### src/ewzs_pkg.sv
// Package for the EWMA z-score spike detector: widths, register codes,
// state enums and command structs. Depends on nothing.
`default_nettype none
package ewzs_pkg;

   localparam int SAMPLE_BITS   = 48;
   localparam int TAG_BITS      = 4;
   localparam int POSITION_BITS = 32;
   localparam int ALPHA_BITS    = 17;
   localparam int ZLIM_BITS     = 16;
   localparam int WARM_BITS     = 16;
   localparam int FLOOR_BITS    = 63;
   localparam int VAR_BITS      = 64;
   localparam int Z_BITS        = 32;

   localparam int MUL_BITS      = 64;
   localparam int DIGIT_BITS    = 16;
   localparam int MUL_DIGITS    = MUL_BITS / DIGIT_BITS;
   localparam int MUL_CNT_BITS  = $clog2(MUL_DIGITS + 1);
   localparam int PROD_BITS     = 2 * MUL_BITS;

   localparam int ROOT_BITS     = 32;
   localparam int DIV_STEPS     = 31;
   localparam int SQRT_STEPS    = 32;
   localparam int SD_CNT_BITS   = 6;

   localparam int CSR_IDX_BITS  = 2;
   localparam int CSR_DATA_BITS = 63;

   localparam logic [CSR_IDX_BITS-1:0] CSR_SMOOTHING = 2'd0;
   localparam logic [CSR_IDX_BITS-1:0] CSR_Z_LIMIT   = 2'd1;
   localparam logic [CSR_IDX_BITS-1:0] CSR_WARMUP    = 2'd2;
   localparam logic [CSR_IDX_BITS-1:0] CSR_VAR_FLOOR = 2'd3;

   localparam logic [ALPHA_BITS-1:0] ALPHA_ONE      = 17'd65536;
   localparam logic [ALPHA_BITS-1:0] ALPHA_RESET    = 17'd6554;
   localparam logic [ZLIM_BITS-1:0]  ZLIM_RESET     = 16'd768;
   localparam logic [WARM_BITS-1:0]  WARM_RESET     = 16'd8;
   localparam logic [FLOOR_BITS-1:0] FLOOR_RESET    = 63'd1;

   typedef enum logic [3:0] {
      S_IDLE, S_LOAD, S_STEP, S_AD2, S_VARN, S_TEST, S_SQRT, S_ZCHK, S_DIV, S_EMIT
   } state_type;

   typedef enum logic {
      SD_SQRT, SD_DIV
   } sd_mode_type;

   typedef struct packed {
      logic                start;
      logic [MUL_BITS-1:0] a;
      logic [MUL_BITS-1:0] b;
   } mul_cmd_type;

   typedef struct packed {
      logic                start;
      sd_mode_type         mode;
      logic [VAR_BITS-1:0] operand;   // radicand, or dividend magnitude
      logic [ROOT_BITS-1:0] divisor;
   } sd_cmd_type;

endpackage
`default_nettype wire

### src/ewzs_mul.sv
// Digit-serial multiplier: 64 x 64 bits as four 64 x 16 steps, MSB digit first.
// Depends on ewzs_pkg.
`default_nettype none
module ewzs_mul (
   input  logic                              clock,
   input  logic                              reset,
   input  ewzs_pkg::mul_cmd_type             mul_cmd,
   output logic                              mul_done,
   output logic [ewzs_pkg::PROD_BITS-1:0]    mul_product
);
   localparam int MB = ewzs_pkg::MUL_BITS;
   localparam int DB = ewzs_pkg::DIGIT_BITS;
   localparam int PB = ewzs_pkg::PROD_BITS;

   logic [MB-1:0] a_ff, b_ff;
   logic [PB-1:0] acc_ff, acc_in;
   logic [MB+DB-1:0] partial;
   logic [ewzs_pkg::MUL_CNT_BITS-1:0] cnt_ff;
   logic done_ff;

   always_comb begin
      partial = a_ff * b_ff[MB-1 -: DB];
      acc_in  = {acc_ff[PB-DB-1:0], {DB{1'b0}}} + {{(PB-MB-DB){1'b0}}, partial};
   end

   always_ff @(posedge clock) begin
      if (reset) begin
         cnt_ff  <= '0;
         done_ff <= 1'b0;
      end else begin
         done_ff <= 1'b0;
         if (mul_cmd.start) begin
            cnt_ff <= ewzs_pkg::MUL_CNT_BITS'(ewzs_pkg::MUL_DIGITS);
         end else if (cnt_ff != '0) begin
            cnt_ff <= cnt_ff - 1'b1;
            if (cnt_ff == ewzs_pkg::MUL_CNT_BITS'(1)) begin
               done_ff <= 1'b1;
            end
         end
      end
   end

   always_ff @(posedge clock) begin
      if (mul_cmd.start) begin
         a_ff   <= mul_cmd.a;
         b_ff   <= mul_cmd.b;
         acc_ff <= '0;
      end else if (cnt_ff != '0) begin
         acc_ff <= acc_in;
         b_ff   <= {b_ff[MB-DB-1:0], {DB{1'b0}}};
      end
   end

   assign mul_done    = done_ff;
   assign mul_product = acc_ff;
endmodule
`default_nettype wire

### config.mk
export PLATFORM = sky130hd
export DESIGN_NAME = ewzs_mul
export DESIGN_NICKNAME = d
export VERILOG_FILES = /design/src/ewzs_pkg.sv /design/src/ewzs_mul.sv
export SDC_FILE = /design/constraint.sdc
export NUM_CORES = 2
export LEC_CHECK = 0
export ABC_AREA = 1
export BUFFER_PORTS_ARGS = -buffer_cell sky130_fd_sc_hd__buf_2
export CAP_MARGIN = 5
export CORE_AREA = 2 2 249 349
export CTS_CLUSTER_DIAMETER = 50
export DETAILED_ROUTE_END_ITERATION = 6
export DIE_AREA = 0 0 251 351
export PLACE_DENSITY = 0.78
export SKIP_LAST_GASP = 1
export SYNTH_ARGS = -nofsm -noshare
export SYNTH_HDL_FRONTEND = slang
export SYNTH_SLANG_ARGS = --single-unit
### constraint.sdc
create_clock -name clock -period 6 [get_ports clock]
set_input_delay 1.2 -clock clock [delete_from_list [all_inputs] [get_ports clock]]
set_output_delay 1.2 -clock clock [all_outputs]
set_load 0.005 [all_outputs]
==> results.cfg <==
[status]
outcome = finished, violations left
violations = design-rule violations, negative setup slack

[layout]
final_util = 0.733
final_cell_mix = nand2_1, inv_1, fa_1, buf_4, buf_2
fill_cells = 6234
final_common_cell = nand2_1
fin_nets = 8922
drive_gt1_frac = 0.212
area_growth_pct = 25.2

[floorplan]
fp.dieH_um = 351
initial_core_util = 0.585
die-area_sq_mm = 0.0881
num_rows = 127
pin_count = 260
fp.dieW_um = 251
core_region_area_sq_mm = 0.0852

[route]
routedWlPerCell_um = 22.0
drc = 3
postRouteAntennaNets = 0
vias = 48400
avgViaCountPerCell = 5.48
drtIter0Drc = 5037
drt_wl_total_mm = 195
first_pass_iters = 7

[worst_setup_path]
r2r_cells = 32
crit_family = adder cells
startpoint_type = register
cpPeakStageDelay_ps = 560
cp.depth = 32
end_kind = register
crit_end = mul_product[56]
cp_slowest_cell = fa_1
rr_endpoint = mul_product[56]
cp-startpoint = b_ff[54]
arrival_ps = 7020
reg2reg_slack_ps = -480
cp_common_cell = nand2_1
crit_buf_inv = 13
cp_data_required_time_ps = 6540
critical_path_class = register to register
worst-path-max-fanout = 8
r2r-start = b_ff[54]

[synthesis]
synth_edf_count = 128
syn_inst = 7079
ys_ff_latch = 260
async_flop_share = 0
ys_types = 40
synth.net_count = 8311
yosysWarnings = 0
synth_flop_cell = dfxtp_1
syn_area_sq_mm = 0.0499
syn_avg_cell_area_sq_um = 7.04
yosysSeqAreaShare = 0.130

[global_routing]
use_met2 = 0.687
grtUsageTotal = 0.405
antenna_found_initial = 10
gr-max-usage-layer = met2
grt_pass1_wl_mm = 269
use_met1 = 0.466
grt_pass1_vias = 48800
use_met3 = 0.0652
gr-total-overflow = 0
grt_max_degree = 88

[clock_tree]
htreeDepth = 2
numCtsBuffers = 47
cts-root-buf = clkbuf_16
clk_latency_ps = 680
clk_pin_slew_ps = 60
cts_tree = built
clock_path_buffers = 3
clock-sinks = 260

[sta]
max-slew-margin-rel = 0.213
finalMaxSlewViolations = 0
period_needed_ps = 6480
hold_violations = 0
tightest_slew_ps = 1180
clock_skew_ps = 51.2
fmax_mhz = 154
rsz0062_at_grt = true
setup_viol = 103
layout_setup_ws_ps = -483
period_share = 1.08

[flow_run]
maxCapViolCount = 0

[place]
hpwlAfterDp_mm = 135
place.gp.congestion = 1.06
io_buffers = 259

[worst_hold_path]
hp-class = register to register
==> kinds of logic (layout without fill, tap and decap cells) <==
kind of cell,after synthesis,count (layout),share of synthesized area
XOR/XNOR,55,55,0.00966
buffers and inverters,2504,3154,0.189
adder cells (fa/ha/maj),1101,1101,0.416
flip-flops,260,260,0.130
other,0,11,0
AO/OA/AOI/OAI,270,270,0.0280
AND/OR/NAND/NOR,2889,2889,0.227
==> per-stage QoR <==
step / instance area (sq um) / hold slack (ps) / setup TNS [ps] / instances / setup WS, ps
6_report: 62400 / 496 / -26660 / 8836 / -483
5_1_grt: 62400 / 521 / -47660 / 8825 / -622
4_1_cts: 60100 / 494 / -11010 / 8766 / -216
3_5_place_dp: 56000 / 475 / -20740 / 8627 / -579
3_3_place_gp: 56000 / 462 / -15340 / 8627 / -476
2_1_floorplan: 49900 / 447 / 0 / 7079 / 282
==> state kept, by name (all words and copies together), names as in the netlist <==
signal / flops
a_ff: 64
b_ff: 64
cnt_ff: 3
mul_done: 1
mul_product: 128
==> worst min path at each step <==
| stage | from | to | depth (start not counted) |
|---|---|---|---|
| after floorplan | cnt_ff[0] | cnt_ff[0] | 1 |
| after global placement | cnt_ff[0] | cnt_ff[0] | 1 |
| after detailed placement | cnt_ff[0] | cnt_ff[0] | 1 |
| after CTS | cnt_ff[0] | cnt_ff[0] | 1 |
| after global routing | b_ff[47] | b_ff[63] | 2 |
| final | cnt_ff[0] | cnt_ff[0] | 1 |
==> layout make-up <==
type                       instances  area, sq um  area share
clock buffer                      54         1250      0.0201
sequential                       260         6490       0.104
inverter                        2214         8320       0.133
multi-input combinational       4315        37000       0.593
tap                             1096         1370      0.0220
antenna                           11         27.5    0.000441
timing repair buffer             852         7540       0.121
clock inverter                    34          402     0.00644
==> cells in the mapped netlist (2+ instances only) <==
| cell type | instances | area (sq um) |
|---|---|---|
| nand2_1 | 2398 | 9000 |
| inv_1 | 2176 | 8170 |
| fa_1 | 930 | 18600 |
| clkbuf_1 | 252 | 946 |
| nor2_1 | 242 | 908 |
| ha_1 | 171 | 2140 |
| a21oi_1 | 156 | 781 |
| nand3_1 | 139 | 696 |
| dfxtp_1 | 132 | 2640 |
| edfxtp_1 | 128 | 3840 |
| o21ai_0 | 69 | 345 |
| xor2_1 | 41 | 359 |
| buf_1 | 34 | 128 |
| inv_2 | 34 | 128 |
| nand4_1 | 31 | 194 |
| nor3_1 | 26 | 130 |
| o21ai_1 | 21 | 105 |
| nor2_2 | 16 | 100 |
| xnor2_1 | 14 | 123 |
| o22ai_1 | 12 | 75.1 |
| o21bai_1 | 9 | 67.6 |
| nor4_1 | 8 | 50.1 |
| nor3_2 | 6 | 60.1 |
| or2_2 | 5 | 31.3 |
| nand2_2 | 4 | 25.0 |
| and3_1 | 3 | 18.8 |
| buf_6 | 3 | 33.8 |
| clkinv_1 | 3 | 11.3 |
| o21a_1 | 3 | 22.5 |
| and2_1 | 2 | 12.5 |
| nor2_4 | 2 | 22.5 |
==> what timing repair did <==
action	CTS	global route
endpoints found under the setup margin	94	115
gates cloned	11	17
buffers inserted	40	50
hold buffers	0	0
gates resized for setup	415	476
pin swaps	103	236
==> metal layers <==
metal  up-vias  share of wire
met4         6           0.11
met3      1162           0.11
met1     23000           0.32
li1      20900              -
met5         -        0.00018
met2      3306           0.46
Power is not shown: default switching activity piles up to over one toggle a cycle in this logic, so the estimate is an artifact.
