$ cat src/ewzs_pkg.sv
// Package for the EWMA z-score spike detector: widths, register codes,
// state enums and command structs. Depends on nothing.
`default_nettype none
package ewzs_pkg;

   localparam int SAMPLE_BITS   = 48;
   localparam int TAG_BITS      = 4;
   localparam int POSITION_BITS = 32;
   localparam int ALPHA_BITS    = 17;
   localparam int ZLIM_BITS     = 16;
   localparam int WARM_BITS     = 16;
   localparam int FLOOR_BITS    = 63;
   localparam int VAR_BITS      = 64;
   localparam int Z_BITS        = 32;

   localparam int MUL_BITS      = 64;
   localparam int DIGIT_BITS    = 16;
   localparam int MUL_DIGITS    = MUL_BITS / DIGIT_BITS;
   localparam int MUL_CNT_BITS  = $clog2(MUL_DIGITS + 1);
   localparam int PROD_BITS     = 2 * MUL_BITS;

   localparam int ROOT_BITS     = 32;
   localparam int DIV_STEPS     = 31;
   localparam int SQRT_STEPS    = 32;
   localparam int SD_CNT_BITS   = 6;

   localparam int CSR_IDX_BITS  = 2;
   localparam int CSR_DATA_BITS = 63;

   localparam logic [CSR_IDX_BITS-1:0] CSR_SMOOTHING = 2'd0;
   localparam logic [CSR_IDX_BITS-1:0] CSR_Z_LIMIT   = 2'd1;
   localparam logic [CSR_IDX_BITS-1:0] CSR_WARMUP    = 2'd2;
   localparam logic [CSR_IDX_BITS-1:0] CSR_VAR_FLOOR = 2'd3;

   localparam logic [ALPHA_BITS-1:0] ALPHA_ONE      = 17'd65536;
   localparam logic [ALPHA_BITS-1:0] ALPHA_RESET    = 17'd6554;
   localparam logic [ZLIM_BITS-1:0]  ZLIM_RESET     = 16'd768;
   localparam logic [WARM_BITS-1:0]  WARM_RESET     = 16'd8;
   localparam logic [FLOOR_BITS-1:0] FLOOR_RESET    = 63'd1;

   typedef enum logic [3:0] {
      S_IDLE, S_LOAD, S_STEP, S_AD2, S_VARN, S_TEST, S_SQRT, S_ZCHK, S_DIV, S_EMIT
   } state_type;

   typedef enum logic {
      SD_SQRT, SD_DIV
   } sd_mode_type;

   typedef struct packed {
      logic                start;
      logic [MUL_BITS-1:0] a;
      logic [MUL_BITS-1:0] b;
   } mul_cmd_type;

   typedef struct packed {
      logic                start;
      sd_mode_type         mode;
      logic [VAR_BITS-1:0] operand;   // radicand, or dividend magnitude
      logic [ROOT_BITS-1:0] divisor;
   } sd_cmd_type;

endpackage
`default_nettype wire

$ cat src/ewzs_sqdiv.sv
// Shared shift-subtract unit: 64-bit integer square root (2 bits a step)
// and 31-bit quotient restoring divide, one step per cycle. Depends on ewzs_pkg.
`default_nettype none
module ewzs_sqdiv (
   input  logic                              clock,
   input  logic                              reset,
   input  ewzs_pkg::sd_cmd_type              sd_cmd,
   output logic                              sd_done,
   output logic [ewzs_pkg::ROOT_BITS-1:0]    sd_result
);
   localparam int VB = ewzs_pkg::VAR_BITS;
   localparam int RB = ewzs_pkg::ROOT_BITS;
   localparam int NB = ewzs_pkg::DIV_STEPS;

   ewzs_pkg::sd_mode_type mode_ff;
   logic [VB-1:0] rem_ff, root_ff, bit_ff;
   logic [NB-1:0] num_ff;
   logic [RB-1:0] dvs_ff;
   logic [ewzs_pkg::SD_CNT_BITS-1:0] cnt_ff;
   logic done_ff;
   logic [VB-1:0] lhs, rhs;
   logic [VB:0]   diff;
   logic          ge;

   always_comb begin
      if (mode_ff == ewzs_pkg::SD_SQRT) begin
         lhs = rem_ff;
         rhs = root_ff | bit_ff;   // root never overlaps the current bit
      end else begin
         lhs = {rem_ff[VB-2:0], num_ff[NB-1]};
         rhs = {{(VB-RB){1'b0}}, dvs_ff};
      end
      diff = {1'b0, lhs} - {1'b0, rhs};
      ge   = ~diff[VB];
   end

   always_ff @(posedge clock) begin
      if (reset) begin
         cnt_ff  <= '0;
         done_ff <= 1'b0;
      end else begin
         done_ff <= 1'b0;
         if (sd_cmd.start) begin
            cnt_ff <= (sd_cmd.mode == ewzs_pkg::SD_SQRT)
                      ? ewzs_pkg::SD_CNT_BITS'(ewzs_pkg::SQRT_STEPS)
                      : ewzs_pkg::SD_CNT_BITS'(ewzs_pkg::DIV_STEPS);
         end else if (cnt_ff != '0) begin
            cnt_ff <= cnt_ff - 1'b1;
            if (cnt_ff == ewzs_pkg::SD_CNT_BITS'(1)) begin
               done_ff <= 1'b1;
            end
         end
      end
   end

   always_ff @(posedge clock) begin
      if (sd_cmd.start) begin
         mode_ff <= sd_cmd.mode;
         dvs_ff  <= sd_cmd.divisor;
         root_ff <= '0;
         bit_ff  <= {2'b01, {(VB-2){1'b0}}};
         if (sd_cmd.mode == ewzs_pkg::SD_SQRT) begin
            rem_ff <= sd_cmd.operand;
            num_ff <= '0;
         end else begin
            // dividend is operand << 16; first partial remainder is dividend >> 31
            rem_ff <= sd_cmd.operand >> (NB - 16);
            num_ff <= {sd_cmd.operand[NB-17:0], 16'b0};
         end
      end else if (cnt_ff != '0) begin
         if (mode_ff == ewzs_pkg::SD_SQRT) begin
            if (ge) begin
               rem_ff  <= diff[VB-1:0];
               root_ff <= (root_ff >> 1) | bit_ff;
            end else begin
               root_ff <= root_ff >> 1;
            end
            bit_ff <= bit_ff >> 2;
         end else begin
            rem_ff  <= ge ? diff[VB-1:0] : lhs;
            root_ff <= {root_ff[VB-2:0], ge};
            num_ff  <= {num_ff[NB-2:0], 1'b0};
         end
      end
   end

   assign sd_done   = done_ff;
   assign sd_result = root_ff[RB-1:0];
endmodule
`default_nettype wire

$ cat config.mk
export PLATFORM = sky130hd
export DESIGN_NAME = ewzs_sqdiv
export DESIGN_NICKNAME = d
export VERILOG_FILES = /design/src/ewzs_pkg.sv /design/src/ewzs_sqdiv.sv
export SDC_FILE = /design/constraint.sdc
export NUM_CORES = 1
export LEC_CHECK = 0
export BUFFER_PORTS_ARGS = -buffer_cell sky130_fd_sc_hd__buf_4
export CORE_ASPECT_RATIO = 2
export CORE_MARGIN = 8
export CORE_UTILIZATION = 30
export DETAILED_ROUTE_END_ITERATION = 6
export SLEW_MARGIN = 5
export SYNTH_ARGS = -nofsm -noshare
export SYNTH_HDL_FRONTEND = slang
export SYNTH_SLANG_ARGS = --single-unit
$ cat constraint.sdc
create_clock -name clock -period 15.4 [get_ports clock]
set_input_delay 0 -clock clock [delete_from_list [all_inputs] [get_ports clock]]
set_output_delay 0 -clock clock [all_outputs]
set_load 0.01 [all_outputs]
==> flow_summary.yaml <==
synth:
  synthTopCellsByArea: "edfxtp_1, dfxtp_1, a21oi_1"
  yosys.area.top_type: "edfxtp_1"
  synth_common_cells: "nand2_1, a21oi_1, nor2_1, edfxtp_1, dfxtp_1"
  ys.flop_type: "edfxtp_1"
  synth_seq_cells: 215
  synthCells: 1767
  synth-edff-count: 112
  ys_types: 74
  seq_area_frac_synth: 0.3553
  synth_top_area_share: 0.2203
  ys_async_sr_fraction: 0
  syn_nets: 1933
  synth_area_um2: 15270
  synth_warnings: 0
  yosysMostFrequentCell: "nand2_1"
  syn_area_per_cell_um2: 8.641
sta:
  tns_ns: 0
  hold_slack_ns: -0.001390
  fin_skew_ns: 0.01314
  hold_viol_final: 1
  period_minus_slack_ns: 5.473
  fmax_mhz: 182.7
  period_share: 0.3554
  rsz0062_at_grt: "no"
  max_slew_margin: 0.1728
  drv_slew: 0
  worstMarginPinSlew_ns: 1.236
  setup_violations: 0
power:
  powerDensity_nw_per_um2: 206.8
  swShare: 0.4920
  switchingPower_mw: 1.841
  clock_power_share: 0.146
  total_power_mw: 3.742
  leakagePower_nw: 7.018
  combPwrFrac: 0.595
  p_seq_frac: 0.259
  p_int_mw: 1.901
  vdd_drop_max_mv: 0.1051
cts:
  tritoncts: "yes"
  clkTransAtPathRegs_ns: 0.07
  ctsRootBufferMaster: "clkbuf_16"
  h-tree-depth: 1
  clk_latency_ns: 0.55
  ctsLongestPathBuffers: 3
  numCtsBuffers: 21
  numClockSinks: 215
  cts_setup_buffers: 0
routing:
  routedWlPerCell_um: 25.13
  wirelength_um: 63800
  initialDrtViolationCount: 854
  ant_nets: 0
  drc: 0
  num_vias: 14240
  firstDrtPassIters: 5
  vias_per_cell: 5.607
floorplanning:
  die_area_um2: 58810
  die-width_um: 175.5
  core_um2: 50650
  boundaryPins: 133
  initial_utilization: 0.3014
  die_h_um: 335.0
  rows: 117
min_path:
  hold_path_class: "in -> reg"
placed_design:
  io_buffers: 132
  place_area_um2: 16440
  place_congestion: 1.004
  dp_hpwl_um: 48550
critical_path:
  cp.arrival_ns: 5.75
  crit_fanout: 198
  cp.required_ns: 15.67
  crit_path_start_kind: "flip-flop"
  end_kind: "flip-flop"
  worst-setup-path-type: "reg -> reg"
global_routing:
  grt_usage: 0.2106
  overflow: 0
  grt_pass1_vias: 14570
  grt_pass1_wl_um: 92600
  antenna_found_initial: 0
  grt_max_degree: 199
final_layout:
  n_antenna_cell: 0
  final_area_um2: 18090
  area_growth_syn_to_layout_pct: 18.50
  nNetsFinal: 2036
  drive_above_1_share: 0.1443
run_status:
  violations: "hold timing"
  status: "complete, but fails checks"
flow_run:
  drv_cap: 0
through the flow:
step                worst slack, ns  utilization  cells
floorplan                     9.515            -   1767
detailed placement            9.978       0.3245   2404
global route                  9.625       0.3572   2539
finish                        9.927       0.3572   2539
global placement              10.07       0.3245   2404
CTS                           9.938       0.3572   2539
cells in the final DEF (no fill, tap or decap), types with 7 or more instances in the layout:
cell type	synthesis	layout
a211oi_1	69	69
a21o_1	32	31
a21oi_1	208	208
a22o_1	30	30
a22oi_1	10	10
a31oi_1	14	14
and2_1	14	14
and3_1	11	11
buf_4	35	143
clkbuf_16	0	21
dfxtp_1	103	103
dlygate4sd3_1	0	97
edfxtp_1	112	112
ha_1	65	65
inv_1	20	20
mux2_2	63	63
mux2i_1	94	94
nand2_1	216	215
nand2b_1	27	27
nand3_1	31	31
nand4_1	24	24
nor2_1	131	128
nor2b_1	8	8
nor3_1	26	26
o211ai_1	7	7
o21a_1	14	14
o21ai_0	95	95
o21ai_1	8	8
o21bai_1	28	28
or3_1	7	7
xnor2_1	28	28
xor2_1	28	28
kinds of logic after synthesis:
kind of cell               Yosys count  share of synthesized area
xor gates and xnor gates            56                    0.03212
adders and majority gates           66                    0.05458
AOI/OAI and AO/OA                  574                     0.2418
DFF                                215                     0.3553
buffers and inverters              183                    0.05556
muxes                              157                     0.1081
and+or+nand+nor                    516                     0.1525
power by group through the flow:
stage                     registers, mW  logic [mW]  clock network (mW)
final                             0.970        2.23               0.546
after global routing              0.975        2.40               0.572
after CTS                         0.959        2.19               0.555
after detailed placement          0.969        2.16                   0
after global placement            0.970        2.15                   0
after floorplan                   0.863        1.54                   0
area by class of cell:
class | count | area (um^2)
Timing Repair Buffer | 242 | 2076
Inverter | 21 | 78.83
Tap cell | 654 | 818.3
Sequential cell | 215 | 5425
Clock buffer | 23 | 533.0
Fill cell | 5246 | 32560
Clock inverter | 15 | 151.4
Multi-Input combinational cell | 1369 | 9011
final timing paths:
kind / startpoint / endpoint / slack [ns] / cells past startpoint
max reg2reg: mode_ff$_DFFE_PP_ / rem_ff[57]$_DFFE_PP_ / 9.93 / 16
min: sd_cmd[60] / rem_ff[28]$_DFFE_PP_ / -0.001 / 3
max: mode_ff$_DFFE_PP_ / rem_ff[57]$_DFFE_PP_ / 9.93 / 16
min reg2reg: root_ff[63]$_SDFFE_PP0N_ / root_ff[63]$_SDFFE_PP0N_ / 0.47 / 2
sequential cells by signal, indices dropped and copies added (netlist names):
name,count
rem_ff,64
num_ff,15
bit_ff,32
cnt_ff,6
sd_done,1
mode_ff,1
root_ff,64
dvs_ff,32
what timing repair did:
item,in CTS,in global routing
gates resized for setup,0,0
hold buffers,97,0
endpoints found under the hold margin,128,0
layer usage:
| layer | part of all wire | global-route usage | wire, um |
|---|---|---|---|
| met2 | 0.55 | 0.4077 | 35120 |
| met5 | 0 | 0 | 0 |
| met1 | 0.30 | 0.1777 | 19340 |
| met3 | 0.032 | 0.02230 | 2039 |
| met4 | 0.11 | 0.2135 | 7310 |
worst max-delay path, cell delays in order, from the launching register on:
cell and delay (ns):
edfxtp_1 0.40, buf_12 0.49, nand2b_1 0.31, and2_1 0.34
inv_1 0.10, fa_1 0.44, nor2b_1 0.20, o31a_1 0.27
o22ai_2 0.15, a21oi_2 0.18, a21bo_2 0.23, a31oi_4 0.14
o2111a_2 0.42, buf_4 0.38, or3_1 0.44, a32oi_1 0.21
a21oi_1 0.07
Note: power is estimated with default switching activity, not from simulation.
